[src/sv/ubds_pkg.sv]
// Shared widths, constants and types of the UART baud divisor search unit.
package ubds_pkg;

  localparam int unsigned BAUD_W = 23;
  localparam int unsigned DIV_W = 32;
  localparam int unsigned DIVR_W = 16;
  localparam int unsigned OSR_W = 6;
  localparam int unsigned OSRI_W = 7;

  localparam int unsigned OSR_LOW_DEF = 4;
  localparam int unsigned OSR_HIGH_DEF = 32;
  localparam int unsigned DIVISOR_LIMIT_DEF = 8191;

  localparam logic [DIV_W-1:0] CLK_RESET = 32'd80000000;

  localparam int unsigned RECIP_W = 24;
  localparam logic [RECIP_W-1:0] RECIP_100 = 24'd10737419;
  localparam int unsigned RECIP_SHIFT = 30;
  localparam int unsigned Q100_W = 17;
  localparam int unsigned FAULT_MUL = 3;

  localparam int unsigned LANE_LAT = 2 * DIV_W + 3;

  typedef struct packed {
    logic [DIV_W-1:0]  err;
    logic [DIVR_W-1:0] div;
    logic [OSR_W-1:0]  osr;
  } best_t;

endpackage

[src/sv/ubds_sel_cell.sv]
// One link of the best-candidate chain: keeps the later ratio when its error is no larger.
module ubds_sel_cell (
  input  logic                        clk,
  input  logic                        en,
  input  logic [ubds_pkg::OSR_W-1:0]  osr,
  input  logic [ubds_pkg::DIV_W-1:0]  cand_err,
  input  logic [ubds_pkg::DIVR_W-1:0] cand_div,
  input  ubds_pkg::best_t             prev,
  output ubds_pkg::best_t             next
);
  import ubds_pkg::*;

  always_ff @(posedge clk) begin
    if (en) begin
      if (cand_err <= prev.err) begin
        next.err <= cand_err;
        next.div <= cand_div;
        next.osr <= osr;
      end else begin
        next <= prev;
      end
    end
  end

endmodule

[config.mk]
export PLATFORM = sky130hd
export DESIGN_NAME = ubds_sel_cell
export DESIGN_NICKNAME = d
export VERILOG_FILES = /design/src/sv/ubds_pkg.sv /design/src/sv/ubds_sel_cell.sv
export SDC_FILE = /design/constraint.sdc
export NUM_CORES = 1
export LEC_CHECK = 0
export ABC_AREA = 1
export BUFFER_PORTS_ARGS = -buffer_cell sky130_fd_sc_hd__buf_2
export CORE_MARGIN = 10
export CORE_UTILIZATION = 40
export CTS_CLUSTER_DIAMETER = 30
export DETAILED_ROUTE_END_ITERATION = 10
export GPL_TIMING_DRIVEN = 0
export PLACE_DENSITY = 0.73
export RECOVER_POWER = 25
export SKIP_CTS_REPAIR_TIMING = 1
export SYNTH_ARGS = -nofsm -noshare
export SYNTH_HDL_FRONTEND = slang
export SYNTH_SLANG_ARGS = --single-unit
[constraint.sdc]
create_clock -name clk -period 1.8 [get_ports clk]
set_input_delay 0 -clock clk [delete_from_list [all_inputs] [get_ports clk]]
set_output_delay 0 -clock clk [all_outputs]
set_load 0.01 [all_outputs]
# --- Word-level counts from Yosys, hierarchy flattened ---
# Cells that the tools add are included.
op_classes:
  order_cmp: 1
  n_mux: 1
ops:
  columns: ["operator", "count"]
  rows:
  - ["$mux W54", 1]
  - ["$le A32 B32 Y1", 1]
word_totals:
  ff_bits: 54
  in_bits: 110

# --- Longest topological paths before layout ---
# Gate-level depths: netlist (run 1).
logic_depth:
  ltp_word: 2
  mapped_depth: 17
  mapped_depth_nobuf: 16

# --- Least setup slack after synthesis (run 1) ---
# OpenSTA, ideal clock, no wires.
synth_timing:
  path_kind: "input port to flip-flop"
  start: "in prev[33] (netlist bit)"
  end: "reg next[10] (netlist bit) (data pin)"
  setup_time_ps: 253
  t_arrival_ps: 1281
  t_required_ps: 1547
  path_slack_ps: 267
  path_stages: 14
  path_buffers: 1
  path_cell_list: "inv_1 ha_1 nand2_1 inv_2 nand3_1 nor3_2 nand2_1 nand2_1 nand2_1 nand2_4 nand2_4 buf_6 nand2_1 nand2_1"
synth_via:
  elab_chain_cells: 2
synth_lines:
  columns: ["item", "line", "rtl"]
  rows:
  - ["start, declared", "ubds_sel_cell.sv:8", "input ubds_pkg::best_t prev,"]
  - ["$le A32 B32 Y1", "ubds_sel_cell.sv:15", "if (cand_err <= prev.err) begin"]
  - ["$mux W54", "ubds_sel_cell.sv:15", null]
  - ["end signal, assigned", "ubds_sel_cell.sv:20", "next <= prev;"]
  - ["end, declared", "ubds_sel_cell.sv:9", "output ubds_pkg::best_t next"]
# No other way between the ends.
# A chain may end at the register's enable or synchronous reset.

# --- Worst setup path in the final report (run 1) ---
layout_timing:
  start: "in prev[45] (netlist bit)"
  end: "reg next[33] (netlist bit) (data pin)"
# The elaborated chain is that of the path after synthesis.

==> results.py, run 1 <==
metrics = {
    "outcome": {
        "outcome": "finished with violations",
        "violations": "negative hold slack",
    },
    "sta": {
        "worst_slack_ps": 180,
        "tightest_slew_ps": 1240,
        "slew_violations": 0,
        "finalSetupViolCount": 0,
        "whs_ps": -33.9,
        "max_clock_freq_mhz": 617,
        "maxSlewHeadroom_pct": 17.1,
        "fin_setup_tns_ps": 0,
        "finalWorstPathRequiredPeriod_ps": 1620,
        "hold_viol_final": 15,
        "grt_setup_unrepaired": "no",
        "min_period_over_period_pct": 90.0,
    },
    "detailed_routing": {
        "wl_per_cell_um": 15.4,
        "drt_pre_antenna_iters": 5,
        "vias_per_cell": 4.85,
        "drtIter0Drc": 162,
        "routed_wl_um": 10800,
        "drtAntennaViolNets": 0,
        "drc": 0,
        "via_count": 3400,
    },
    "cts": {
        "clk_pin_slew_ps": 110,
        "cts_buffers": 5,
        "cts_tree": "done",
        "clockBufferDepth": 2,
        "clockRootBuffer": "clkbuf_8",
        "clock_sinks": 54,
        "htreeDepth": 2,
    },
    "cells_and_area": {
        "reg_top3": "next: 54 flops",
        "top_register": "next",
        "drive_above_1_share_pct": 24.7,
        "syn_to_final_growth_pct": 45.3,
        "utilization_pct": 59.0,
        "fin_nets": 736,
        "largest_reg_flops": 54,
    },
    "setup_path": {
        "worstPathRequired_ps": 1860,
        "setup.worst_path.start_class": "input port",
        "crit_fanout": 10,
        "end_kind": "flop",
        "crit_start": "prev[45]",
        "crit_type": "in2reg",
        "crit_arrival_ps": 1680,
    },
    "global_route": {
        "grt_pass1_vias": 3167,
        "grt_max_degree": 55,
        "grt_overflow_total": 0,
        "grt_pass1_wl_um": 15600,
        "antenna_found_initial": 1,
        "grt_usage_pct": 15.3,
    },
    "logic_synthesis": {
        "async_reset_ff_share_pct": 0,
        "yosysTopAreaCellShare_pct": 49.3,
        "yosys-top-cells-area": "edfxtp_1 49%, nand2_1 16%, ha_1 12%",
        "ys_ff_latch": 54,
        "yosysMostFrequentCell": "nand2_1",
        "synth_top_cells_by_count": "144 x nand2_1, 56 x nand3_1, 54 x edfxtp_1",
        "yosysTopAreaCell": "edfxtp_1",
        "syn-num-nets": 516,
        "yosysSeqAreaShare_pct": 49.3,
        "syn_area_mm2": 0.00329,
        "synth-main-ff-cell": "edfxtp_1",
        "syn_inst": 374,
        "synth-edff-count": 54,
        "synth_cell_types": 19,
        "ys_warn_count": 0,
        "avgSynthCellArea_um2": 8.80,
    },
    "power_and_ir_drop": {
        "ir_drop_mv": 0.314,
        "swShare_pct": 31.0,
        "seq_power_share_pct": 49.3,
        "pwr-share-comb_pct": 29.0,
        "p_leak_uw": 0.00246,
        "p_int_uw": 2270,
        "cellPowerDensity_mw_per_mm2": 688,
        "clkPwrFrac_pct": 21.7,
        "switching_power_uw": 1020,
    },
    "floorplanning": {
        "rows": 33,
        "coreArea_mm2": 0.00809,
        "die_h_um": 111,
        "io_pins": 164,
        "dieArea_mm2": 0.0123,
        "start_util_pct": 40.6,
        "fp.dieW_um": 111,
    },
    "hold_path": {
        "holdPathEnd": "next[24]",
        "hold_depth": 3,
        "hp-start": "cand_err[2]",
        "hold_class": "in2reg",
    },
    "placement": {
        "io_buffers": 163,
        "finalWeightedCongestion": 0.879,
        "place_ws_ps": -173,
        "hpwl_um": 8040,
    },
    "job": {
        "maxCapViolations": 0,
    },
}
## placed cells by master (no fill, tap or decap)
master and count:
nand2_1 144, buf_2 128, nand3_1 56, edfxtp_1 54, dlygate4sd3_1 50, clkbuf_1 45
inv_1 39, ha_1 32, a21oi_1 13, nor2_1 9, buf_6 5, clkbuf_8 5
nor2_2 2, o21ai_0 2, nand2_4 2, diode_2 1, a21o_1 1, inv_2 1
nor3_2 1, nand4_1 1, o21a_1 1, nand4_4 1, inv_6 1, clkinv_1 1
clkinvlp_4 1
## cell type report
class,count,area [um2]
antenna,1,2.50
buffer,15,100
clock buffer,5,68.8
clock inverter,3,20.0
fill,767,3310
inverter,40,150
multi-input combinational,265,1420
sequential,54,1620
tap,105,131
timing repair buffer,213,1270
## power groups by stage
stage          Combinational, uW  Clock, uW  Sequential [uW]
2_1_floorplan                388          0             1730
3_3_place_gp                 879          0             1640
3_5_place_dp                 905          0             1640
4_1_cts                      908        734             1620
5_1_grt                     1080        774             1630
6_report                     954        712             1620
## worst max path at each step
stage,endpoint,slack (ps),depth (start not counted)
2_1_floorplan,next[10],270,14
3_3_place_gp,next[4],-160,15
3_5_place_dp,next[24],-170,11
4_1_cts,next[4],170,11
5_1_grt,next[30],7,11
6_report,next[33],180,11
## metrics by stage
step	power, uW	cells	cell area [um2]
2_1_floorplan	2120	374	3290
3_3_place_gp	2520	642	4240
3_5_place_dp	2550	642	4240
4_1_cts	3260	650	4330
5_1_grt	3490	701	4780
6_report	3290	701	4780
## logic make-up after synthesis
logic type	after synthesis	synth area share, %
adders and majority gates	32	12.2
AOI/OAI and AO/OA	17	2.74
and+or+nand+nor	216	28.2
buffers and inverters	55	7.61
DFF	54	49.3
## worst max-delay path, stage by stage
cell and delay (ps):
buf_2 90, inv_1 40, ha_1 280, nand2_1 80
nor2_1 140, nand4_1 120, nor2_2 160, nand4_4 210
clkbuf_1 320, nand3_1 160, nand2_1 70
## routing by layer
metal  up-vias  wire (um)  track usage [%]
met4         0        210             4.51
met5         -          0                0
li1       1677          -                -
met2       143       5580             27.3
met1      1564       4310             17.4
met3        16        725             3.95
Power figures use the tool's default switching activity.
==> run 2: changes to the inputs <==
--- a/config.mk
+++ b/config.mk
@@ -8,11 +8,11 @@
 export ABC_AREA = 1
 export BUFFER_PORTS_ARGS = -buffer_cell sky130_fd_sc_hd__buf_2
 export CORE_MARGIN = 10
-export CORE_UTILIZATION = 40
+export CORE_UTILIZATION = 46
 export CTS_CLUSTER_DIAMETER = 30
 export DETAILED_ROUTE_END_ITERATION = 10
 export GPL_TIMING_DRIVEN = 0
-export PLACE_DENSITY = 0.73
+export PLACE_DENSITY = 0.82
 export RECOVER_POWER = 25
 export SKIP_CTS_REPAIR_TIMING = 1
 export SYNTH_ARGS = -nofsm -noshare
==> run 2 against run 1 <==
Against the previous run:
- the flow still finishes with violations (negative hold slack)
- critical path depth is the same
- cell area grew 1.2%
- cell count shrank 0.57%
- count of clock-buffer cells in the layout grew 1
- first-iteration DRC count grew 2.5%
- total power grew 4.8%
- non-clock buffer count grew 4
- clock power grew 18%
- sequential power is essentially flat
- routed wire length grew 7.8%
- core utilization grew 11 points
==> results.py, run 2 (same netlist as run 1, synthesis figures left out) <==
metrics = {
    "detailed_routing": {
        "wl_per_cell_um": 16.7,
        "drtIter0Drc": 166,
        "met3_length_um": 1050,
        "drt_pre_antenna_iters": 5,
        "via_count": 3482,
        "drtAntennaViolNets": 0,
        "wl_met2_um": 5740,
        "dr.max_layer_used": "met4",
        "routed_wl_um": 11700,
        "wl_met1_um": 4660,
        "vias_per_cell": 5.00,
        "drc": 0,
    },
    "setup_path": {
        "crit_top_cell": "nand2_1",
        "cp_slowest_stage_delay_ps": 290,
        "crit_fanout": 10,
        "crit_buf_inv": 3,
        "worstPathRequired_ps": 1850,
        "crit_type": "in2reg",
        "crit_arrival_ps": 1660,
        "path_cells": "buf_2, inv_1, ha_1, nand2_1, nor2_1, nand4_1, nor2_2, nand4_4, clkbuf_1, nand3_1, nand2_1",
        "cp_top_family": "simple AND/OR/NAND/NOR gates",
        "end_kind": "flop",
        "crit_slowest_cell": "clkbuf_1",
        "setup.worst_path.start_class": "input port",
    },
    "cells_and_area": {
        "regArea_mm2": 0.00162,
        "multi_input_area_mm2": 0.00142,
        "fin_nets": 740,
        "fillers": 553,
        "syn_to_final_growth_pct": 47.0,
        "final_cell_mix": "144 x nand2_1, 128 x buf_2, 56 x nand3_1",
        "top_register": "next",
        "final_common_cell": "nand2_1",
        "stdcell_count": 697,
        "largest_reg_flops": 54,
        "drive_above_1_share_pct": 25.0,
        "reg_top3": "next: 54 flops",
    },
    "floorplanning": {
        "start_util_pct": 47.9,
        "fp.dieW_um": 105,
        "io_pins": 164,
        "rows": 30,
        "coreArea_mm2": 0.00687,
        "die_h_um": 105,
        "dieArea_mm2": 0.0109,
    },
    "global_route": {
        "grt_usage_pct": 17.9,
        "antenna_found_initial": 2,
        "grt_max_degree": 55,
        "grt_pass1_vias": 3184,
        "grt_pass1_wl_um": 16100,
        "grt_overflow_total": 0,
    },
    "hold_path": {
        "hold_depth": 3,
        "holdPathEnd": "next[48]",
        "hold_class": "in2reg",
        "hp-start": "cand_err[26]",
    },
    "outcome": {
        "outcome": "finished with violations",
        "violations": "negative hold slack",
    },
    "cts": {
        "clockRootBuffer": "clkbuf_8",
        "cts_tree": "done",
        "clock_sinks": 54,
        "clk_pin_slew_ps": 100,
        "clockBufferDepth": 2,
        "htreeDepth": 2,
        "cts_buffers": 5,
    },
    "sta": {
        "slew_violations": 0,
        "finalSetupViolCount": 0,
        "grt_setup_unrepaired": "no",
        "hold_viol_final": 3,
        "fin_setup_tns_ps": 0,
        "maxSlewHeadroom_pct": 16.9,
        "finalWorstPathRequiredPeriod_ps": 1610,
        "worst_slack_ps": 189,
        "whs_ps": -25.8,
        "max_clock_freq_mhz": 621,
        "tightest_slew_ps": 1250,
        "min_period_over_period_pct": 89.5,
    },
    "power_and_ir_drop": {
        "ir_drop_mv": 0.354,
        "cellPowerDensity_mw_per_mm2": 713,
        "p_leak_uw": 0.00249,
    },
    "placement": {
        "finalWeightedCongestion": 0.781,
        "dp.cells": 633,
        "place_ws_ps": -147,
        "hpwl_um": 8190,
        "io_buffers": 163,
    },
    "job": {
        "maxCapViolations": 0,
    },
}
==> run 2: changes by cell type in the layout (fill, tap and decap cells not counted) <==
cell and delta:
diode_2 +1, clkinv_1 -1, bufinv_16 +1, dlygate4sd3_1 +4, clkbuf_1 -2, clkbuf_2 +3
inv_6 -1
==> run 2: final cells by class <==
type / instances / area share (%)
sequential: 54 / 33.5
multi-input combinational: 265 / 29.3
timing repair buffer: 217 / 27.0
inverter: 40 / 3.11
tap: 96 / 2.48
buffer: 15 / 2.15
clock buffer: 6 / 1.50
clock inverter: 2 / 0.776
antenna: 2 / 0.104
==> run 2: worst max-delay path by stage <==
stage / end / startpoint / depth (start not counted)
global route: next[22] / prev[53] / 11
detailed placement: next[6] / prev[45] / 11
floorplan: next[10] / prev[33] / 14
CTS: next[41] / prev[33] / 15
global placement: next[8] / prev[33] / 15
finish: next[41] / prev[45] / 11
==> run 2: routing by layer <==
metal	up-vias	track usage, %
met4	0	5.77
met5	-	0
li1	1691	-
met2	186	30.2
met1	1586	20.7
met3	19	6.33
==> run 2: power breakdown <==
group / internal, uW / total [uW] / switching, uW
registers: 1580 / 1620 / 39.9
clock network: 416 / 841 / 425
logic: 418 / 985 / 567
==> run 2: stage by stage <==
stage | power [uW] | instance area [um2] | hold WS, ps | util [%]
4_1_cts | 3370 | 4340 | -47.1 | 63.1
6_report | 3450 | 4830 | -25.8 | 70.4
3_5_place_dp | 2550 | 4230 | 274 | 61.5
3_3_place_gp | 2510 | 4230 | 265 | 61.5
5_1_grt | 3650 | 4830 | -2.31 | 70.4
2_1_floorplan | 2120 | 3290 | 112 | -
==> run 3: changes to the inputs <==
--- a/config.mk
+++ b/config.mk
@@ -7,12 +7,13 @@
 export LEC_CHECK = 0
 export ABC_AREA = 1
 export BUFFER_PORTS_ARGS = -buffer_cell sky130_fd_sc_hd__buf_2
+export CORE_ASPECT_RATIO = 2
 export CORE_MARGIN = 10
-export CORE_UTILIZATION = 46
+export CORE_UTILIZATION = 50
 export CTS_CLUSTER_DIAMETER = 30
 export DETAILED_ROUTE_END_ITERATION = 10
 export GPL_TIMING_DRIVEN = 0
-export PLACE_DENSITY = 0.82
+export PLACE_DENSITY = 0.88
 export RECOVER_POWER = 25
 export SKIP_CTS_REPAIR_TIMING = 1
 export SYNTH_ARGS = -nofsm -noshare
==> constraint.sdc (replaced) <==
create_clock -name clk -period 2.01 [get_ports clk]
set_input_delay 0 -clock clk [delete_from_list [all_inputs] [get_ports clk]]
set_output_delay 0 -clock clk [all_outputs]
set_load 0.01 [all_outputs]
==> run 3 against run 2 <==
Against the previous run:
- the flow still finishes with violations (negative hold slack)
- cell count shrank 9.0%
- flip-flop and latch count did not move
- count of clock-buffer cells in the layout stayed put
- via count decreased by 9.5%
- core utilization shrank 2.2 points
- critical endpoint is now next[25]
- highest routed layer unchanged
==> results.py, run 3 (same netlist as run 1, synthesis figures left out) <==
metrics = {
    "cells_and_area": {
        "diodes": 0,
        "utilization_pct": 68.2,
        "top_register": "next",
        "final_cell_mix": "144 x nand2_1, 128 x buf_2, 56 x nand3_1",
        "multi_input_area_mm2": 0.00142,
        "fillers": 571,
        "drive_above_1_share_pct": 26.8,
        "regArea_mm2": 0.00162,
        "stdcell_count": 634,
        "reg_top3": "next: 54 flops",
        "syn_to_final_growth_pct": 31.8,
        "final_common_cell": "nand2_1",
        "largest_reg_flops": 54,
        "fin_nets": 689,
    },
    "detailed_routing": {
        "drtIter0Drc": 188,
        "wl_per_cell_um": 15.7,
        "drt_pre_antenna_iters": 4,
        "routed_wl_um": 9960,
        "drc": 0,
        "via_count": 3150,
        "drtAntennaViolNets": 0,
        "vias_per_cell": 4.97,
    },
    "setup_path": {
        "path_cells": "buf_2, inv_1, ha_1, nand2_1, nor2_1, nand4_1, nor2_2, nand4_4, clkbuf_1, nand3_1, nand2_1",
        "cp_slowest_stage_delay_ps": 300,
        "crit_slowest_cell": "clkbuf_1",
        "setup.worst_path.start_class": "input port",
        "crit_fanout": 10,
        "crit_buf_inv": 3,
        "end_kind": "flop",
        "crit_arrival_ps": 1700,
        "worstPathRequired_ps": 2050,
        "crit_top_cell": "nand2_1",
        "cp_top_family": "simple AND/OR/NAND/NOR gates",
        "crit_type": "in2reg",
    },
    "sta": {
        "whs_ps": -31.4,
        "worst_slack_ps": 346,
        "slew_violations": 0,
        "grt_setup_unrepaired": "no",
        "tightest_slew_ps": 1220,
        "hold_viol_final": 27,
        "finalWorstPathRequiredPeriod_ps": 1660,
        "maxSlewHeadroom_pct": 18.4,
        "min_period_over_period_pct": 82.8,
        "finalSetupViolCount": 0,
        "fin_setup_tns_ps": 0,
        "max_clock_freq_mhz": 601,
    },
    "hold_path": {
        "hold_depth": 3,
        "holdPathEnd": "next[16]",
        "hp-start": "cand_div[10]",
        "hold_class": "in2reg",
    },
    "power_and_ir_drop": {
        "p_leak_uw": 0.00229,
        "ir_drop_mv": 0.359,
        "cellPowerDensity_mw_per_mm2": 706,
    },
    "global_route": {
        "grt_usage_pct": 18.9,
        "grt_pass1_vias": 3378,
        "grt_max_degree": 55,
        "grt_overflow_total": 0,
        "grt_pass1_wl_um": 16000,
        "antenna_found_initial": 0,
    },
    "outcome": {
        "outcome": "finished with violations",
        "violations": "negative hold slack",
    },
    "cts": {
        "cts_tree": "done",
        "cts_buffers": 5,
        "clk_pin_slew_ps": 70,
        "htreeDepth": 2,
        "clockRootBuffer": "clkbuf_16",
        "clock_sinks": 54,
        "clockBufferDepth": 2,
    },
    "placement": {
        "place_ws_ps": 8.88,
        "hpwl_um": 8290,
        "io_buffers": 163,
        "finalWeightedCongestion": 0.824,
        "dp.cells": 623,
    },
    "floorplanning": {
        "start_util_pct": 51.7,
        "fp.dieW_um": 77.4,
        "coreArea_mm2": 0.00636,
        "io_pins": 164,
        "die_h_um": 135,
        "dieArea_mm2": 0.0104,
        "rows": 41,
    },
    "job": {
        "maxCapViolations": 0,
    },
}
run 3: layout make-up:
type                            instances  share of cell area, %
Buffer                                 15                   2.31
Tap cell                               86                   2.48
Sequential cell                        54                   37.4
Inverter                               40                   3.46
Clock buffer                            6                   2.97
Timing Repair Buffer                  166                   18.4
Multi-Input combinational cell        265                   32.7
Clock inverter                          2                  0.317
run 3: power breakdown:
group	internal, uW	total [uW]	switching [uW]	leakage [uW]
clock network	462	834	372	0.0000708
logic	309	780	471	0.00169
registers	1420	1450	32.2	0.000527
total	2190	3060	875	0.00229
run 3: worst max path at each step:
stage | slack [ps] | startpoint | depth (start not counted) | end
final | 350 | prev[45] | 11 | next[25]
after global routing | 160 | prev[45] | 11 | next[5]
after CTS | 310 | prev[45] | 11 | next[25]
after detailed placement | 9 | prev[45] | 11 | next[25]
after global placement | 40 | prev[45] | 11 | next[27]
after floorplan | 480 | prev[33] | 14 | next[10]
run 3: metrics by stage:
step	area, um2	total power, uW	hold slack (ps)
CTS	4360	3100	-32.5
detailed placement	4210	2280	270
finish	4340	3060	-31.4
floorplan	3290	1900	112
global placement	4210	2240	261
global route	4340	3220	2.74
run 3: layer usage:
layer	up-vias	GRT usage (%)	share of wire (%)	wire length, um
li1	1581	-	-	-
met1	1413	16.9	33	3270
met2	127	37.1	56	5560
met3	29	4.39	7.0	698
met4	0	10.3	4.4	434
met5	-	0	0	0
